[config.mk]
export PLATFORM = sky130hd
export DESIGN_NAME = mfps_frame_ram
export DESIGN_NICKNAME = d
export VERILOG_FILES = /design/src/rtl/mfps_frame_ram.sv
export SDC_FILE = /design/constraint.sdc
export NUM_CORES = 2
export LEC_CHECK = 0
export BUFFER_PORTS_ARGS = -buffer_cell sky130_fd_sc_hd__buf_2
export CAP_MARGIN = 20
export CORE_UTILIZATION = 55
export DETAILED_ROUTE_END_ITERATION = 8
export HOLD_SLACK_MARGIN = 0.1
export PLACE_DENSITY = 0.7
export SETUP_SLACK_MARGIN = 0.02
export SLEW_MARGIN = 25
export SYNTH_ARGS = -nofsm -noshare
export SYNTH_HDL_FRONTEND = slang
export SYNTH_SLANG_ARGS = --single-unit
[constraint.sdc]
create_clock -name clock -period 3.8 [get_ports clock]
set_input_delay 0.38 -clock clock [delete_from_list [all_inputs] [get_ports clock]]
set_output_delay 0.38 -clock clock [all_outputs]
set_load 0.005 [all_outputs]
[src/rtl/mfps_frame_ram.sv]
// Frame store: one write port, one read port, registered read data.
module mfps_frame_ram #(
   parameter int DEPTH  = 504,
   parameter int ADDR_W = 9
) (
   input  logic              clock,
   input  logic              wr_en,
   input  logic [ADDR_W-1:0] wr_addr,
   input  logic [7:0]        wr_data,
   input  logic              rd_en,
   input  logic [ADDR_W-1:0] rd_addr,
   output logic [7:0]        rd_data
);

   logic [7:0] mem [DEPTH];
   logic [7:0] rd_data_ff;

   always_ff @(posedge clock) begin
      if (wr_en) begin
         mem[wr_addr] <= wr_data;
      end
   end

   always_ff @(posedge clock) begin
      if (rd_en) begin
         rd_data_ff <= mem[rd_addr];
      end
   end

   assign rd_data = rd_data_ff;

endmodule

**Word-level counts from Yosys, hierarchy flattened**

Memories as Yosys holds them, arrays and structs flattened. A register that Yosys moved wholly into a read port is not among the register bits.
Cells that the tools add are included.

- Output and inout bits: 8
- Word-level logic and storage cells: 3
- RAM bits: 4032
- Register bits: 0
- Bits of input ports: 29
- Memories kept: 1

- Muxes and demuxes: 2

Memories:

| memory | depth | width | read ports | clocked after memory_dff | wr ports | RTL line | source |
|---|---|---|---|---|---|---|---|
| mem | 504 | 8 | 1 | 1 | 1 | 15 | `logic [7:0] mem [DEPTH];` |

Operators with widths:

| kind | number |
|---|---|
| 2-to-1 mux 1 bit | 2 |

**Logic depth before layout (Yosys ltp)**

- Word-level depth: 2
- Gate-level depth with buffers: 15
- Gate-level depth less buffers: 8

**Least setup slack after synthesis**

No wires, ideal clock.

- Kind: input to register
- Start: in rd_addr[0]
- End: reg rd_data_ff[0] (netlist: rd_data[0]), read port of mem, data pin
- Path slack: 0.960 ns
- Arrival time: 2.576 ns
- Data required time: 3.536 ns
- Cell stages on the path: 10
- Setup time: 0.264 ns
- Path buffers: 4
- Cells stage by stage: buf_6 buf_12 buf_6 buf_2 mux4_2 mux4_2 a22oi_1 a31oi_1 a22oi_1 o21ai_0

RTL lines:

| what | RTL line | source |
|---|---|---|
| start: declaration | 11 | `input logic [ADDR_W-1:0] rd_addr,` |
| end: declaration | 16 | `logic [7:0] rd_data_ff;` |

==> impl_metrics.py <==
metrics = {
    "grt": {
        "track_usage": 0.296,
        "grt_pass1_wl_um": 602000,
        "antenna_found_initial": 23,
        "grt_max_degree": 116,
        "grt-ovfl-total": 0,
        "grt_pass1_vias": 81000,
    },
    "cells_and_area": {
        "drive_gt1_frac": 0.281,
        "final_area_mm2": 0.180,
        "area_growth_pct": 14.4,
        "instances_no_fill": 12300,
        "nets": 8208,
        "num-fill-cells": 18500,
        "final_common_cell": "edfxtp_1",
        "final_cell_mix": "edfxtp_1 (4040), mux4_2 (927), buf_4 (721)",
    },
    "floorplanning": {
        "rows": 195,
        "fp.dieW_um": 537,
        "core_area_mm2": 0.283,
        "initial_utilization": 0.555,
        "dieArea_mm2": 0.288,
        "io_pins": 37,
        "die_height_um": 537,
    },
    "critical_path": {
        "cp_slowest_stage_delay_ps": 680,
        "crit_start": "rd_addr[0]",
        "critical-path-slowest-cell": "nor4_2",
        "reg2regPathDepth": 7,
        "end_kind": "flop",
        "r2r-end": "rd_data[2]$_DFFE_PP_",
        "crit_fanout": 37,
        "worstPathArrival_ps": 4150,
        "cpMostUsedCell": "buf_12",
        "path_cells": "buf_12, buf_12, buf_12, buf_4, mux2i_1, o221ai_1, o22ai_1, nor4_2, o21ai_0, nor3_1, nor3_1, buf_4, a211oi_1",
        "cp.depth": 13,
        "cp.required_ps": 4530,
        "setup.worst_path.end": "rd_data[4]$_DFFE_PP_",
        "crit_type": "primary input to flop",
        "cp_num_buf_inv": 5,
        "ff2ff_setup_slack_ps": 430,
        "startpoint_type": "primary input",
        "cp_top_family": "buffers and inverters",
        "rr_startpoint": "mem[76][2]$_DFFE_PP_",
    },
    "power": {
        "ir_drop_mv": 0.467,
        "p_per_area_mw_per_mm2": 513,
        "p_total_w": 0.0923,
        "p_leak_nw": 57.8,
    },
    "clocking": {
        "cts_buffers": 392,
        "h-tree-depth": 5,
        "cts-root-buf": "clkbuf_16",
        "clock_sinks": 4040,
        "postCtsResizedCells": 0,
        "clock_path_buffers": 4,
        "cts_tree": "done",
        "clkTransAtPathRegs_ps": 60,
        "clk-insertion-delay-late_ps": 940,
    },
    "status": {
        "outcome": "completed",
    },
    "sta": {
        "post-route-min-period_ps": 3420,
        "worst_slack_ps": 376,
        "grt_setup_unrepaired": "no",
        "finalSetupViolations": 0,
        "fin_crit_sh": 0.901,
        "final-max-slew-violation-count": 0,
        "worst_pin_slew_ps": 1210,
        "max_slew_margin": 0.194,
        "hold_viol": 0,
        "clock_skew_ps": 58.5,
        "fmax_ghz": 0.292,
    },
    "synth": {
        "ys.flop_type": "edfxtp_1",
        "synthAdderAreaFrac": 0,
        "synthMuxAreaShare": 0.161,
        "synthTopCellsByArea": "edfxtp_1 (77%), mux4_2 (13%), mux2i_1 (2.7%)",
        "synth_compound_area_frac": 0.0266,
        "synth_top_area_share": 0.771,
        "synth-seq-cells": 4040,
        "yosys_warnings": 0,
        "netlist_area_mm2": 0.157,
        "yosys.area_share.simple": 0.0231,
        "synth_top_family_by_area": "multiplexers",
        "synth.distinct_cells": 62,
        "synth-edff-count": 4040,
        "ys_seq_area_frac": 0.771,
        "synth_xor_area_frac": 0,
        "synthArstFlopShare": 0,
        "avgSynthCellArea_um2": 21.4,
        "syn_inst": 7358,
        "yosysTopAreaCell": "edfxtp_1",
        "synthesis.nets": 7387,
    },
    "placed_design": {
        "gp_congestion": 0.903,
        "dp_hpwl_um": 269000,
        "dp.cells": 11500,
        "pre_cts_slack_ps": -543,
        "place_area_mm2": 0.167,
        "port-buffer-count": 36,
    },
    "detailed_routing": {
        "vias_per_cell": 6.68,
        "drtPass1Iterations": 8,
        "wl_per_cell_um": 34.7,
        "drt_wl_total_um": 425000,
        "vias": 81900,
        "drtIter0Drc": 12000,
        "drcViolationCount": 0,
        "postRouteAntennaNets": 0,
    },
    "job": {
        "cap_violations": 0,
    },
    "worst_hold_path": {
        "min_path_type": "primary input to flop",
        "whs_path_depth": 3,
    },
}
Yosys cell counts (13+ instances only):
| library cell | instances |
|---|---|
| buf_4 | 39 |
| a22oi_1 | 44 |
| buf_6 | 85 |
| mux4_2 | 927 |
| a221oi_1 | 13 |
| o221ai_1 | 144 |
| buf_2 | 95 |
| a31oi_1 | 16 |
| buf_1 | 27 |
| mux2i_1 | 428 |
| nor2_1 | 581 |
| nor2b_1 | 14 |
| a21oi_1 | 110 |
| nor3_1 | 48 |
| buf_8 | 19 |
| and2_1 | 15 |
| nand2_1 | 128 |
| clkbuf_1 | 190 |
| nand3_1 | 38 |
| o22ai_1 | 109 |
| o21ai_0 | 94 |
| a211oi_1 | 17 |
| edfxtp_1 | 4040 |
kinds of logic after synthesis:
| family | count (synthesis) |
|---|---|
| mux | 1367 |
| buf+inv | 463 |
| compound gates | 611 |
| flops | 4040 |
| simple gates | 877 |
registers in the layout (all words and copies together) (netlist names):
register and cells:
mem 4032, rd_data 8
where the power goes:
group	leakage (nW)	internal [W]	switching (W)
registers	36.3	0.0491	0.0000452
clock network	6.09	0.0217	0.0164
logic	15.4	0.00187	0.00329
worst min-delay path: stages:
cell and delay (ps):
buf_2 180, buf_4 290, a311o_1 200
worst min-delay path by stage:
stage / start / end
2_1_floorplan: wr_data[0] / mem[0][0]$_DFFE_PP_
3_3_place_gp: rd_en / rd_data[2]$_DFFE_PP_
3_5_place_dp: rd_en / rd_data[2]$_DFFE_PP_
4_1_cts: rd_addr[8] / rd_data[7]$_DFFE_PP_
5_1_grt: rd_addr[8] / rd_data[7]$_DFFE_PP_
6_report: rd_addr[8] / rd_data[7]$_DFFE_PP_
what timing repair did:
action | CTS | global route
hold buffers | 9 | 0
hold endpoints to repair | 572 | 0
buffers inserted | 0 | 0
layer usage:
metal  share of wire  track usage  wire [um]  up-vias
li1                -            -          -    32600
met1            0.37        0.412     156000    42900
met2            0.47        0.462     201000     5453
met3            0.11       0.0627      48200      940
met4           0.046        0.123      19700        8
met5         0.00014            0         61        -
area by class of cell:
class / count / area [um^2] / share of cell area
Inverter: 6 / 36.3 / 0.000202
Sequential cell: 4040 / 121000 / 0.674
Clock buffer: 480 / 10300 / 0.0573
Timing Repair Buffer: 884 / 8200 / 0.0455
Multi-Input combinational cell: 2855 / 33300 / 0.185
Antenna cell: 15 / 37.5 / 0.000208
Tap cell: 3743 / 4680 / 0.0260
Clock inverter: 233 / 2120 / 0.0118
metrics by stage:
step,setup TNS (ps),hold WS [ps],utilization
4_1_cts,0,169,0.635
6_report,0,250,0.636
3_3_place_gp,-2110,814,0.591
2_1_floorplan,0,479,-
5_1_grt,0,192,0.635
3_5_place_dp,-1520,809,0.591
Note: power is estimated with default switching activity, not from simulation.
