`config.mk`:
```
export PLATFORM = sky130hd
export DESIGN_NAME = mfps_ctrl
export DESIGN_NICKNAME = d
export VERILOG_FILES = /design/src/rtl/mfps_pkg.sv /design/src/rtl/mfps_ctrl.sv
export SDC_FILE = /design/constraint.sdc
export NUM_CORES = 1
export LEC_CHECK = 0
export ABC_AREA = 1
export BUFFER_PORTS_ARGS = -buffer_cell sky130_fd_sc_hd__buf_2
export CORE_MARGIN = 5
export CORE_UTILIZATION = 40
export DETAILED_ROUTE_END_ITERATION = 16
export PLACE_DENSITY = 0.63
export SETUP_SLACK_MARGIN = 0.15
export SYNTH_ARGS = -nofsm -noshare
export SYNTH_HDL_FRONTEND = slang
export SYNTH_SLANG_ARGS = --single-unit
```
`constraint.sdc`:
```
create_clock -name clock -period 6.1 [get_ports clock]
set_clock_uncertainty 0.1 [all_clocks]
set_input_delay 1.83 -clock clock [delete_from_list [all_inputs] [get_ports clock]]
set_output_delay 1.83 -clock clock [all_outputs]
set_load 0.005 [all_outputs]
```
`src/rtl/mfps_pkg.sv`:
```
// Shared types and op codes for the monochrome frame store with vertical scroll.
package mfps_pkg;

   typedef enum logic [2:0] {
      OP_SET       = 3'd0,
      OP_CLEAR     = 3'd1,
      OP_CLEAR_ALL = 3'd2,
      OP_SCROLL    = 3'd3,
      OP_READ      = 3'd4
   } op_type;

   typedef enum logic [2:0] {
      ST_INIT,
      ST_IDLE,
      ST_CLEAR,
      ST_PIXEL,
      ST_READ,
      ST_SCROLL,
      ST_SCROLL_END,
      ST_DONE
   } state_type;

   typedef struct packed {
      logic [2:0]        op;
      logic [7:0]        x_pos;
      logic [7:0]        y_pos;
      logic signed [7:0] scroll_amount;
      logic [9:0]        read_index;
   } cmd_type;

   typedef struct packed {
      logic       ready;
      logic       result_valid;
      logic [7:0] result_data;
   } status_type;

endpackage

```
`src/rtl/mfps_ctrl.sv`:
```
// Operation sequencer: pixel read-modify-write, clear sweep, scroll walk and byte read.
module mfps_ctrl #(
   parameter int  PANEL_WIDTH  = 84,
   parameter int  PANEL_HEIGHT = 48,
   localparam int ADDR_W       = $clog2(PANEL_WIDTH * (PANEL_HEIGHT / 8))
) (
   input  logic                   clock,
   input  logic                   reset,
   input  logic                   start,
   input  mfps_pkg::cmd_type      cmd,
   input  logic                   rotate,
   input  logic                   result_taken,
   output mfps_pkg::status_type   status,
   output logic                   ram_we,
   output logic [ADDR_W-1:0]      ram_waddr,
   output logic [7:0]             ram_wdata,
   output logic                   ram_re,
   output logic [ADDR_W-1:0]      ram_raddr,
   input  logic [7:0]             ram_rdata
);

   localparam int PAGES  = PANEL_HEIGHT / 8;
   localparam int ROWS   = PAGES * 8;
   localparam int STORE  = PANEL_WIDTH * PAGES;
   localparam int COL_W  = $clog2(PANEL_WIDTH);
   localparam int PG_W   = (PAGES > 1) ? $clog2(PAGES) : 1;
   localparam int K_W    = $clog2(PAGES + 1);
   localparam int SPG_W  = PG_W + 6;

   function automatic logic [7:0] reverse_bits(input logic [7:0] v);
      logic [7:0] r;
      for (int i = 0; i < 8; i++) begin
         r[i] = v[7-i];
      end
      return r;
   endfunction

   mfps_pkg::state_type state_ff, state_in;
   logic [ADDR_W-1:0]   addr_ff, addr_in;
   logic                set_ff, set_in;
   logic [2:0]          bit_ff, bit_in;
   logic                rev_ff, rev_in;
   logic                up_ff, up_in;
   logic signed [4:0]   dq_ff, dq_in;
   logic [2:0]          sh_ff, sh_in;
   logic [COL_W-1:0]    col_ff, col_in;
   logic [K_W-1:0]      k_ff, k_in;
   logic                s1_valid_ff, s1_valid_in;
   logic                s1_inr_ff, s1_inr_in;
   logic [K_W-1:0]      s1_k_ff, s1_k_in;
   logic [COL_W-1:0]    s1_col_ff, s1_col_in;
   logic [7:0]          prev_ff, prev_in;
   logic [7:0]          hold_ff, hold_in;

   logic                    fin;
   logic [7:0]              fin_data;
   logic [7:0]              cur;
   logic [15:0]             pair;
   logic [15:0]             shifted;
   logic [PG_W-1:0]         wr_page;
   logic signed [SPG_W-1:0] rd_page;
   logic                    rd_inr;

   always_ff @(posedge clock) begin
      if (reset) begin
         state_ff    <= mfps_pkg::ST_INIT;
         addr_ff     <= '0;
         s1_valid_ff <= 1'b0;
      end else begin
         state_ff    <= state_in;
         addr_ff     <= addr_in;
         s1_valid_ff <= s1_valid_in;
      end
   end

   always_ff @(posedge clock) begin
      set_ff    <= set_in;
      bit_ff    <= bit_in;
      rev_ff    <= rev_in;
      up_ff     <= up_in;
      dq_ff     <= dq_in;
      sh_ff     <= sh_in;
      col_ff    <= col_in;
      k_ff      <= k_in;
      s1_inr_ff <= s1_inr_in;
      s1_k_ff   <= s1_k_in;
      s1_col_ff <= s1_col_in;
      prev_ff   <= prev_in;
      hold_ff   <= hold_in;
   end

   always_comb begin
      state_in    = state_ff;
      addr_in     = addr_ff;
      set_in      = set_ff;
      bit_in      = bit_ff;
      rev_in      = rev_ff;
      up_in       = up_ff;
      dq_in       = dq_ff;
      sh_in       = sh_ff;
      col_in      = col_ff;
      k_in        = k_ff;
      s1_valid_in = 1'b0;
      s1_inr_in   = s1_inr_ff;
      s1_k_in     = s1_k_ff;
      s1_col_in   = s1_col_ff;
      prev_in     = prev_ff;
      hold_in     = hold_ff;

      ram_we    = 1'b0;
      ram_waddr = addr_ff;
      ram_wdata = 8'd0;
      ram_re    = 1'b0;
      ram_raddr = '0;

      status.ready        = 1'b0;
      status.result_valid = 1'b0;
      status.result_data  = 8'd0;
      fin                 = 1'b0;
      fin_data            = 8'd0;

      // scroll write-back: data of the page read last cycle, combined with the one before
      cur     = s1_inr_ff ? ram_rdata : 8'd0;
      pair    = up_ff ? {cur, prev_ff} : {prev_ff, cur};
      shifted = pair >> sh_ff;
      wr_page = up_ff ? PG_W'(32'(s1_k_ff) - 1) : PG_W'(PAGES - 32'(s1_k_ff));
      if (s1_valid_ff) begin
         prev_in = cur;
         if (s1_k_ff != '0) begin
            ram_we    = 1'b1;
            ram_waddr = ADDR_W'(32'(s1_col_ff) + PANEL_WIDTH * 32'(wr_page));
            ram_wdata = shifted[7:0];
         end
      end

      // up walks pages ascending, down descending, so every source page of a column
      // is read before that column's write reaches it
      rd_page = up_ff ? (SPG_W'(dq_ff) + SPG_W'(k_ff))
                      : (SPG_W'(PAGES) + SPG_W'(dq_ff) - SPG_W'(k_ff));
      rd_inr  = !rd_page[SPG_W-1] && (rd_page < $signed(SPG_W'(PAGES)));

      case (state_ff)
         mfps_pkg::ST_INIT, mfps_pkg::ST_CLEAR: begin
            ram_we    = 1'b1;
            ram_waddr = addr_ff;
            ram_wdata = 8'd0;
            if (addr_ff == ADDR_W'(STORE - 1)) begin
               addr_in = '0;
               if (state_ff == mfps_pkg::ST_INIT) begin
                  state_in = mfps_pkg::ST_IDLE;
               end else begin
                  fin = 1'b1;
               end
            end else begin
               addr_in = addr_ff + 1'b1;
            end
         end
         mfps_pkg::ST_IDLE: begin
            status.ready = 1'b1;
            if (start) begin
               hold_in  = 8'd0;
               state_in = mfps_pkg::ST_DONE;
               case (cmd.op)
                  mfps_pkg::OP_SET, mfps_pkg::OP_CLEAR: begin
                     if (32'(cmd.x_pos) < PANEL_WIDTH && 32'(cmd.y_pos) < ROWS) begin
                        addr_in   = ADDR_W'(32'(cmd.x_pos) + PANEL_WIDTH * 32'(cmd.y_pos[7:3]));
                        ram_re    = 1'b1;
                        ram_raddr = addr_in;
                        set_in    = (cmd.op == mfps_pkg::OP_SET);
                        bit_in    = cmd.y_pos[2:0];
                        state_in  = mfps_pkg::ST_PIXEL;
                     end
                  end
                  mfps_pkg::OP_CLEAR_ALL: begin
                     addr_in  = '0;
                     state_in = mfps_pkg::ST_CLEAR;
                  end
                  mfps_pkg::OP_SCROLL: begin
                     if (cmd.scroll_amount != 8'sd0) begin
                        up_in    = !cmd.scroll_amount[7];
                        dq_in    = $signed(cmd.scroll_amount[7:3]);
                        sh_in    = cmd.scroll_amount[2:0];
                        col_in   = '0;
                        k_in     = '0;
                        state_in = mfps_pkg::ST_SCROLL;
                     end
                  end
                  mfps_pkg::OP_READ: begin
                     if (32'(cmd.read_index) < STORE) begin
                        ram_re    = 1'b1;
                        ram_raddr = rotate ? ADDR_W'(STORE - 1 - 32'(cmd.read_index))
                                           : ADDR_W'(cmd.read_index);
                        rev_in    = rotate;
                        state_in  = mfps_pkg::ST_READ;
                     end
                  end
                  default: begin
                     state_in = mfps_pkg::ST_DONE;
                  end
               endcase
            end
         end
         mfps_pkg::ST_PIXEL: begin
            ram_we    = 1'b1;
            ram_waddr = addr_ff;
            ram_wdata = set_ff ? (ram_rdata | (8'd1 << bit_ff))
                               : (ram_rdata & ~(8'd1 << bit_ff));
            fin       = 1'b1;
         end
         mfps_pkg::ST_READ: begin
            fin      = 1'b1;
            fin_data = rev_ff ? reverse_bits(ram_rdata) : ram_rdata;
         end
         mfps_pkg::ST_SCROLL: begin
            s1_valid_in = 1'b1;
            s1_inr_in   = rd_inr;
            s1_k_in     = k_ff;
            s1_col_in   = col_ff;
            if (rd_inr) begin
               ram_re    = 1'b1;
               ram_raddr = ADDR_W'(32'(col_ff) + PANEL_WIDTH * 32'(rd_page[PG_W-1:0]));
            end
            if (k_ff == K_W'(PAGES)) begin
               k_in = '0;
               if (col_ff == COL_W'(PANEL_WIDTH - 1)) begin
                  state_in = mfps_pkg::ST_SCROLL_END;
               end else begin
                  col_in = col_ff + 1'b1;
               end
            end else begin
               k_in = k_ff + 1'b1;
            end
         end
         mfps_pkg::ST_SCROLL_END: begin
            fin = 1'b1;
         end
         mfps_pkg::ST_DONE: begin
            status.result_valid = 1'b1;
            status.result_data  = hold_ff;
            if (result_taken) begin
               state_in = mfps_pkg::ST_IDLE;
            end
         end
         default: begin
            state_in = mfps_pkg::ST_IDLE;
         end
      endcase

      // result goes straight out when the output register can take it, else it is held
      if (fin) begin
         status.result_valid = 1'b1;
         status.result_data  = fin_data;
         hold_in             = fin_data;
         state_in            = result_taken ? mfps_pkg::ST_IDLE : mfps_pkg::ST_DONE;
      end
   end

endmodule

```
After elaboration in Yosys (flattened, before gate mapping)
Index checks and enable logic that the tools add are counted.

operators by class
  bitwise gates (word level) = 3
  order comparisons = 4
  $mul = 3
  equality and inequality tests = 27
  shifts and indexed selects = 2
  $add $sub $neg = 12
  multiplexer cells = 68
  reduce and logical (&&, ||, !) cells = 25

operator list
  cell                                                 count
  2-to-1 mux 9 bit                                     14
  2-to-1 mux 8 bit                                     9
  case mux 9 bit (2 select lines)                      4
  2-to-1 mux 3 bit                                     14
  2-to-1 mux 7 bit                                     5
  case mux 3 bit (4 select lines)                      2
  inequality test 3 bit, second input constant         7
  AND reduction 4 bit                                  5
  adder 7 x 9 -> 9 bit                                 2
  equality test 3 bit, second input constant           6
  2-to-1 mux 16 bit                                    1
  case mux 8 bit (2 select lines)                      1
  right shift 16 x 3 -> 8 bit                          1
  multiplier 5 x 3 -> 7 bit, first input constant      2
  case mux 7 bit (2 select lines)                      1
  equality test 3 x 2 -> 1 bit, second input constant  4
  2-to-1 mux 1 bit                                     11
  < comparator 10 x 9 -> 1 bit, second input constant  1
  adder 8 x 9 -> 9 bit                                 1
  adder 9 x 1 -> 9 bit, second input constant          1
  equality test 9 bit, second input constant           1
  < comparator 9 x 4 -> 1 bit, second input constant   1
  subtractor 9 bit, first input constant               1
  bitwise AND 8 bit                                    1
  33 further kinds                                     48

storage, ports and cells
  output and inout port bits = 38
  bits in registers = 64
  bits of input ports = 50

Depth between registers and ports, before layout
  word-level depth = 7
  mapped depth = 19
  mapped depth without buffers = 19

Worst setup path before layout
Ideal clock, no wire load.

  kind = in2out
  start point = input cmd[23] (netlist bit)
  end point = output ram_raddr[8]
  path buffers = 0
  slack = 67 ps
  required time = 4,170 ps
  arrival time = 4,103 ps
  stages on the path = 16
  cells stage by stage = ha_1 inv_1 fa_1 inv_1 ha_1 xor2_1 ha_1 nand2_1 or2_2 nand3_1 inv_1 nand2_1 nand3_1 nand2_1 nand2_1 o21ai_0

between the ends
  cells in the longest elaborated chain, start to end = 6

RTL lines
  item                                                                      RTL line                            source
  from (decl)                                                               mfps_ctrl.sv:10                     input mfps_pkg::cmd_type cmd,
  multiplier 5 x 5 -> 7 bit or < comparator 8 x 6 -> 1 bit (tied branches)  mfps_ctrl.sv:166, mfps_ctrl.sv:165
  adder 8 x 9 -> 9 bit or logical AND 1 bit (tied branches)                 mfps_ctrl.sv:166, mfps_ctrl.sv:165
  2-to-1 mux 9 bit *                                                        mfps_ctrl.sv:165                    if (32'(cmd.x_pos) < PANEL_WIDTH && 32'(cmd.y_pos) < ROWS) begin
  case mux 9 bit (2 select lines) *                                         mfps_ctrl.sv:163                    case (cmd.op)
  2-to-1 mux 9 bit *                                                        mfps_ctrl.sv:160                    if (start) begin
  case mux 9 bit (2 select lines) *                                         mfps_ctrl.sv:142                    case (state_ff)
  to (decl)                                                                 mfps_ctrl.sv:18                     output logic [ADDR_W-1:0] ram_raddr,

Mark *: on every way between the ends. The rest lies on a longest branch, timed or not.

Worst setup path in the final report
  start point = input cmd[25] (netlist bit)
  end point = output ram_raddr[7]

The elaborated chain is that of the path after synthesis.

==> impl_metrics.json <==
{
  "status": "finished with violations",
  "failed_checks": "setup timing",
  "drt_wl_total_um": 16330,
  "io-pin-count": 88,
  "synth_top_area_cell": "edfxtp_1",
  "numCtsBuffers": 9,
  "period_share": 1.035,
  "seq_power_share": 0.347,
  "synth_cells": 796,
  "fmax_mhz": 158.3,
  "path_cells": "buf_6, ha_4, inv_2, fa_2, inv_2, ha_4, xor2_1, ha_1, buf_6, buf_6, buf_6, inv_2, nand2_2, nand2_2, nand2_2, nand2_1, nand2_1, o21ai_2, buf_2",
  "grt_max_degree": 24,
  "rows": 44,
  "htreeDepth": 3,
  "num_vias": 5716,
  "synth_nets": 900,
  "ys_seq_elements": 64,
  "cp-endpoint": "ram_raddr[7]",
  "drive_above_1_share": 0.2094,
  "hpwl_um": 12630,
  "drcViolationCount": 0,
  "setup_viol": 3,
  "placed_area_um2": 6457,
  "dieArea_um2": 17070,
  "busiest_layer": "met2",
  "core_area_um2": 14420,
  "synth_cell_type_count": 50,
  "async_flop_share": 0,
  "crit_top_cell": "buf_6",
  "p_sw_mw": 0.3441,
  "worst_ep_arrival_time_ns": 4.39,
  "worst_slew_margin_rel": 0.3574,
  "p_comb_frac": 0.235,
  "cts_max_path_buffers": 2,
  "num-nets-final": 1011,
  "ys_dominant_reg_cell": "edfxtp_1",
  "clockPowerShare": 0.418,
  "hold_class": "register to register",
  "met2_usage": 0.3254,
  "initial_core_util": 0.4036,
  "post-route-min-period_ns": 6.316,
  "drt_pre_antenna_iters": 5,
  "synth_edf_count": 51,
  "synth_area_per_cell_um2": 7.314,
  "p_int_mw": 1.010,
  "synth.area.top_cells": "edfxtp_1 26%, nand2_1 13%, ha_1 10%",
  "synth.most_common_cell": "nand2_1",
  "slowest_stage": "fa_2",
  "startpoint_type": "input port",
  "die_w_um": 130.6,
  "wl_per_cell_um": 14.90,
  "port_buffers": 87,
  "hold_ws_ns": 0.4003,
  "gp_congestion": 0.9516,
  "worst_pin_slew_ns": 0.9565,
  "synth_top_area_share": 0.2631,
  "reg2reg_to": "col_ff[6]",
  "ff2ff_path_depth": 5,
  "slowest_delay_ns": 0.53,
  "diodes": 0,
  "finalPower_mw": 1.354,
  "cp-end-kind": "output pin",
  "rsz0062_at_grt": "true",
  "slew_viol_final": 0,
  "ant_nets": 0,
  "finalWorstSetupSlack_ns": -0.2161,
  "grtUsageTotal": 0.1961,
  "clk_pin_slew_ns": 0.06,
  "netlist_area_um2": 5822,
  "r2r-start": "state_ff[2]",
  "critPathRequiredTime_ns": 4.17,
  "cts_root_buffer": "clkbuf_16",
  "clock-sinks": 64,
  "rrSetupSlack_ns": 3.69,
  "area_delta_synth_final_pct": 21.77,
  "max_cap_violations": 0,
  "hold_viol_final": 0,
  "p_sw_frac": 0.2540,
  "power.leakage_nw": 3.333,
  "seq_area_frac_synth": 0.3078,
  "grt_pass1_wl_um": 26450,
  "path_max_fanout": 3,
  "cts_hold_buf": 0,
  "grt_pass1_vias": 5456,
  "yosys_warnings": 0,
  "worstSetupPathType": "input port to output pin",
  "vdd_drop_max_uv": 128.3,
  "met1_usage": 0.2572,
  "antenna_found_initial": 0,
  "clkLatencyLatePin_ns": 0.33,
  "critPathLaunch": "cmd[25]",
  "postLayoutCellArea_um2": 7089,
  "fp.dieH_um": 130.6,
  "power.density_nw_per_um2": 191.1,
  "grt_overflow": 0,
  "drt-vias-per-instance": 5.215,
  "cts_tree": "built",
  "groute.layer.met3.usage": 0.03252,
  "first_iter_violations": 327,
  "synth_common_cells": "195 x nand2_1, 116 x inv_1, 66 x o21ai_0"
}
-- registers in the layout, summed over array words and instances, names as in the netlist, 3 cells and up --
signal / count
s1_k_ff: 3
k_ff: 3
sh_ff: 3
s1_col_ff: 7
col_ff: 7
prev_ff: 8
addr_ff: 9
dq_ff: 5
bit_ff: 3
hold_ff: 8
state_ff: 3
-- worst max-delay path: cells and delay by family --
family / cells / cell delay, ns
simple gates: 5 / 0.33
fa+ha+maj: 4 / 1.29
buf+inv: 8 / 0.72
compound gates: 1 / 0.07
xor+xnor: 1 / 0.14
-- worst min path at each step --
stage,startpoint,endpoint,slack [ns],depth (start not counted)
floorplan,col_ff[1],s1_col_ff[1],0.35,0
CTS,col_ff[1],s1_col_ff[1],0.40,0
detailed placement,col_ff[1],s1_col_ff[1],0.40,0
global placement,col_ff[1],s1_col_ff[1],0.38,0
finish,col_ff[1],s1_col_ff[1],0.40,0
global route,col_ff[1],s1_col_ff[1],0.40,0
-- final cells by class --
type | instances | area [um2]
Multi-Input combinational cell | 591 | 3562
Fill cell | 1475 | 7335
Timing Repair Buffer | 119 | 718.2
Inverter | 122 | 459.2
Clock inverter | 7 | 102.6
Tap cell | 184 | 230.2
Clock buffer | 9 | 225.2
Sequential cell | 64 | 1792
-- metrics by stage --
step                        util  std cells  setup WS [ns]  setup TNS, ns
after CTS                 0.4855       1095       -0.09826        -0.1840
after global placement    0.4477       1057        -0.1342        -0.2467
after detailed placement  0.4477       1057        -0.1834        -0.3069
after global routing      0.4915       1096        -0.2877        -0.8215
final                     0.4915       1096        -0.2161        -0.5540
after floorplan                -        796         0.1988              0
-- metal layers --
| metal | wire length [um] | part of all wire |
|---|---|---|
| met1 | 7240 | 0.44 |
| met2 | 7651 | 0.47 |
| met3 | 940 | 0.058 |
| met4 | 495 | 0.030 |
| met5 | 0 | 0 |
-- power by group through the flow --
| stage | logic [mW] | clock network (mW) | registers (mW) |
|---|---|---|---|
| final | 0.318 | 0.567 | 0.470 |
| after global routing | 0.339 | 0.597 | 0.470 |
| after CTS | 0.265 | 0.575 | 0.470 |
| after detailed placement | 0.159 | 0 | 0.479 |
| after global placement | 0.158 | 0 | 0.479 |
| after floorplan | 0.0910 | 0 | 0.478 |
-- logic make-up after synthesis --
logic type	synth area share
flip-flops	0.3078
XOR/XNOR	0.04212
AND/OR/NAND/NOR	0.2757
AO/OA/AOI/OAI	0.1360
adder cells (fa/ha/maj)	0.1251
multiplexers	0.01376
buffers and inverters	0.09950
-- placed cells by master, fill, tap and decap left out, types with 5 or more instances in the layout --
cell type / count
buf_2: 85
a21oi_1: 27
nand4_1: 9
xor2_1: 14
xnor2_1: 14
inv_1: 111
nor2_1: 60
mux2i_1: 8
dfxtp_1: 13
clkbuf_16: 9
nor3_1: 10
o21ai_2: 5
ha_1: 43
o21ai_1: 9
o211ai_1: 12
nand3_1: 61
edfxtp_1: 51
o21ai_0: 64
buf_6: 10
inv_2: 9
nand2_1: 188
fa_1: 6
o22ai_1: 5
buf_4: 24
nand2_2: 9
-- timing repair --
item / 4_1_cts / 5_1_grt
pin swaps: 9 / 10
endpoints found under the setup margin: 3 / 4
buffers inserted: 22 / 1
hold endpoints to repair: 0 / 0
resized for setup: 14 / 21
Power figures use the tool's default switching activity.
